## config.mk

```make
export PLATFORM = sky130hd
export DESIGN_NAME = metp_match
export DESIGN_NICKNAME = d
export VERILOG_FILES = /design/src/hdl/metp_pkg.sv /design/src/hdl/metp_match.sv
export SDC_FILE = /design/constraint.sdc
export NUM_CORES = 1
export LEC_CHECK = 0
export BUFFER_PORTS_ARGS = -buffer_cell sky130_fd_sc_hd__buf_2
export CAP_MARGIN = 0
export CORE_UTILIZATION = 41
export DETAILED_ROUTE_END_ITERATION = 8
export GPL_TIMING_DRIVEN = 0
export PLACE_DENSITY = 0.66
export SETUP_SLACK_MARGIN = 0.3
export SYNTH_ARGS = -nofsm -noshare
export SYNTH_HDL_FRONTEND = slang
export SYNTH_SLANG_ARGS = --single-unit
```

## constraint.sdc

```tcl
create_clock -name vclk -period 2.3
set_clock_uncertainty 0.2 [all_clocks]
set_input_delay 0 -clock vclk [all_inputs]
set_output_delay 0 -clock vclk [all_outputs]
set_load 0.03 [all_outputs]
```

## src/hdl/metp_pkg.sv

```systemverilog
`timescale 1ns / 1ps

package metp_pkg;

    // Command codes on the request channel
    localparam logic [1:0] CMD_LOAD  = 2'd0;
    localparam logic [1:0] CMD_SCAN  = 2'd1;
    localparam logic [1:0] CMD_CLEAR = 2'd2;

    // Fixed port widths
    localparam int CMD_BITS       = 2;
    localparam int NODE_PORT_BITS = 16;
    localparam int ROW_PORT_BITS  = 10;
    localparam int PAIR_BITS      = 12;

    // Shared edge of a match, in precedence order (later wins)
    typedef enum logic [1:0] {
        EDGE_NONE = 2'd0,
        EDGE_AB   = 2'd1,
        EDGE_BC   = 2'd2,
        EDGE_CA   = 2'd3
    } edge_t;

endpackage

```

## src/hdl/metp_match.sv

```systemverilog
`timescale 1ns / 1ps

// Edge tests of one stored triangle x against each edge of row triangle (a,b,c).
module metp_match #(
    parameter int W = 16
) (
    input  logic [W-1:0]       x0,
    input  logic [W-1:0]       x1,
    input  logic [W-1:0]       x2,
    input  logic [W-1:0]       a,
    input  logic [W-1:0]       b,
    input  logic [W-1:0]       c,
    output metp_pkg::edge_t    edge_sel,
    output logic [W-1:0]       nbr
);

    // {hit, neighbor}; neighbor of the last matching test
    function automatic logic [W:0] edge_test(
        input logic [W-1:0] y0,
        input logic [W-1:0] y1,
        input logic [W-1:0] y2,
        input logic [W-1:0] p,
        input logic [W-1:0] q,
        input logic [W-1:0] r
    );
        logic         hit;
        logic [W-1:0] n;
        hit = 1'b0;
        n   = '0;
        if (y0 == p && y1 == q && y2 != r)
        begin
            hit = 1'b1; n = y2;
        end
        if (y0 == q && y1 == p && y2 != r)
        begin
            hit = 1'b1; n = y2;
        end
        if (y0 == p && y1 != r && y2 == q)
        begin
            hit = 1'b1; n = y1;
        end
        if (y0 == q && y1 != r && y2 == p)
        begin
            hit = 1'b1; n = y1;
        end
        if (y0 != r && y1 == p && y2 == q)
        begin
            hit = 1'b1; n = y0;
        end
        if (y0 != r && y1 == q && y2 == p)
        begin
            hit = 1'b1; n = y0;
        end
        return {hit, n};
    endfunction

    logic [W:0] t_ab;
    logic [W:0] t_bc;
    logic [W:0] t_ca;

    always_comb
    begin
        t_ab = edge_test(x0, x1, x2, a, b, c);
        t_bc = edge_test(x0, x1, x2, b, c, a);
        t_ca = edge_test(x0, x1, x2, c, a, b);
        if (t_ca[W])
        begin
            edge_sel = metp_pkg::EDGE_CA;
            nbr      = t_ca[W-1:0];
        end
        else if (t_bc[W])
        begin
            edge_sel = metp_pkg::EDGE_BC;
            nbr      = t_bc[W-1:0];
        end
        else if (t_ab[W])
        begin
            edge_sel = metp_pkg::EDGE_AB;
            nbr      = t_ab[W-1:0];
        end
        else
        begin
            edge_sel = metp_pkg::EDGE_NONE;
            nbr      = '0;
        end
    end

endmodule

```

==> results by group <==
Global routing
  • Met1 usage: 0.433
  • Top Usage Layer GRT: met2
  • Met2 GRT Util: 0.524
  • Initial antenna violation count: 0
  • Largest net degree at the start of global routing: 11
  • Global-route wire length before repair: between 20000 and 25000 µm
  • Tot GR Track Use: 0.322
  • Global route overflow: 0
  • Met3 GRT Util: 0.0340
  • Vias in the first global route: around 4000

Cells and area
  • FF+latch area: 0 µm²
  • # diodes: 0
  • Fillers: a little under 600
  • Share of layout cells above drive strength 1: 0.598
  • FF+latch count: 0
  • Nets: 673
  • # clk buffers: 0
  • Cell area after layout: 5880 µm²
  • P&R area growth vs syn: 62.5%

Place
  • DP HPWL: ~11000 µm
  • Area post-placement: 4280 µm²
  • Final GP Congestion: 0.984
  • Pre-CTS WS: -0.751 ns
  • I/O Buffers: 66

Die
  • Rows: 33
  • Die Y: approximately 96 µm
  • I/O pins: approximately 110
  • DIE WIDTH: about 96 µm
  • Core area: approximately 8400 µm²
  • Initial Util: 0.432
  • Die area: approximately 9200 µm²

Route
  • DRT Pass-1 Iters: 5
  • Final wirelength: 16700 µm
  • Vias per std cell: 6.54
  • Iteration-0 DRC Markers: about 440
  • Antenna-violating nets left: 0
  • WL per Instance: between 20 and 25 µm
  • Post-route DRC: 0
  • Via count: between 4000 and 5000

Hold path
  • Worst Min Path Start: x0[14]
  • Hold/Removal Path Class: in -> out
  • Worst Hold Depth: 4
  • Hold EP: nbr[14]

Timing
  • Final setup margin: -0.388 ns
  • Setup TNS: -5.83 ns
  • Slew Viols, Final: 0
  • Worst-Margin Slew: 0.541 ns
  • RSZ-0062 raised after global routing: true
  • Max frequency: 372 MHz
  • Period minus WS final: between 2 and 3 ns
  • Setup-failing EPs final: 18
  • Tcrit/Tclk final: 1.17
  • Hold Fails Final Rpt: 0
  • Worst rel slew slack: 0.639

Synthesis
  • Sequential fraction of the synthesis area: 0
  • YS warnings: 0
  • Mapped Cells: around 450
  • Synth cell types: 48
  • Average size of a mapped cell: ~8.1 µm²
  • Netlist Area Pre-Place: roughly 3600 µm²
  • Synth Net Count: between 500 and 600

Power
  • Pwr Density: approximately 120 nW/µm²
  • Total power draw: 680 µW
  • Leakage: 0.00239 µW
  • Peak VDD IR: roughly 110 µV

Critical path
  • Crit path max fanout: 6
  • Kind of critical path: in -> out
  • Crit start category: input port
  • WP data required: around 2.1 ns
  • CP Capture Type: primary output
  • CP arrival: 2.49 ns

Status
  • Status: finished, violations left
  • Violated checks: negative setup slack

CTS
  • Hold bufs inserted after CTS: 0

Job
  • Max Cap Viol: 0
area by class of cell:
class / count / area (µm²) / area share
buffer: 70 / 772 / 0.131
inverter: 2 / 10.0 / 0.00170
multi-input combinational: 374 / 3850 / 0.655
tap: 105 / 131 / 0.0223
timing repair buffer: 129 / 1120 / 0.190
logic make-up after synthesis:
family,after synthesis,share of synthesized area
multiplexers,10,0.0294
AO/OA/AOI/OAI,87,0.220
XOR/XNOR,144,0.349
buffers and inverters,72,0.150
AND/OR/NAND/NOR,133,0.252
stage by stage:
stage | hold slack [ns] | utilization | cells
6_report | 0.168 | 0.702 | 680
5_1_grt | 0.178 | 0.702 | 680
4_1_cts | 0.166 | 0.599 | 653
3_5_place_dp | 0.215 | 0.511 | 617
3_3_place_gp | 0.214 | 0.511 | 617
2_1_floorplan | 0.0882 | - | 446
how the worst max path moves through the flow:
stage | start | to | slack (ns) | cells after the start
global route | x1[1] | nbr[7] | -0.43 | 13
floorplan | x2[6] | nbr[10] | -0.04 | 10
global placement | x0[5] | nbr[7] | -0.79 | 11
CTS | x1[15] | nbr[11] | -0.34 | 12
detailed placement | x0[5] | nbr[11] | -0.75 | 11
finish | x1[1] | nbr[7] | -0.39 | 13
synthesized netlist by cell type, drive strengths merged (11+ instances only):
library cell  instances  area [µm²]
buf                  57         417
a211o                12         114
a32oi                11        96.3
and3                 23         158
a31oi                11        68.8
a221o                16         161
nand2                13        51.3
or3                  16         106
clkbuf               13         119
nand2b               16         100
o221ai               11        96.3
xor2                144        1260
nor4                 37         290
where the power goes:
group          leakage (µW)  switching [µW]  internal, µW
clock network             0               0             0
logic               0.00239             381           300
registers                 0               0             0
total               0.00239             381           300
layout by cell type (no fill, tap or decap), types with 5 or more instances in the layout:
cell type	netlist	layout
buf_6	17	79
xor2_1	144	122
nand2_1	12	11
a211o_2	7	7
buf_2	30	33
nor2_1	5	5
o22ai_4	0	5
a32oi_2	0	11
or3_2	5	5
or3_1	11	11
and3_2	11	11
clkbuf_8	7	6
o211ai_4	0	5
mux2_2	5	5
a31oi_1	11	11
or2b_2	5	5
xor2_2	0	20
nor4_1	29	6
nand4_1	6	6
a221oi_4	0	5
o221ai_2	0	11
nor4_4	1	7
nand2b_1	16	16
buf_12	0	5
and3_1	12	12
buf_8	0	10
mux2i_1	5	5
a221o_1	15	15
buf_4	10	60
a211o_1	5	5
nor4_2	7	24
critical path, stage by stage:
cell and delay [ns]:
buf_6 0.12, xor2_1 0.17, nor4_1 0.35, nand4_1 0.27, buf_4 0.22, o22ai_4 0.15, a222oi_1 0.17, nor4_4 0.19
buf_6 0.18, buf_12 0.14, o211ai_4 0.08, a221oi_4 0.28, buf_6 0.17
metal layers:
| layer | routed length (µm) | part of all wire |
|---|---|---|
| met5 | 0 | 0 |
| met4 | 1040 | 0.062 |
| met3 | 1720 | 0.10 |
| met2 | 7640 | 0.46 |
| met1 | 6280 | 0.38 |
timing repair:
item,CTS,global route
setup buffers,34,25
gates cloned,2,2
hold endpoints to repair,0,0
pin swaps,32,66
gates resized for setup,111,151
endpoints found under the setup margin,18,18
Note: power is estimated with default switching activity, not from simulation.
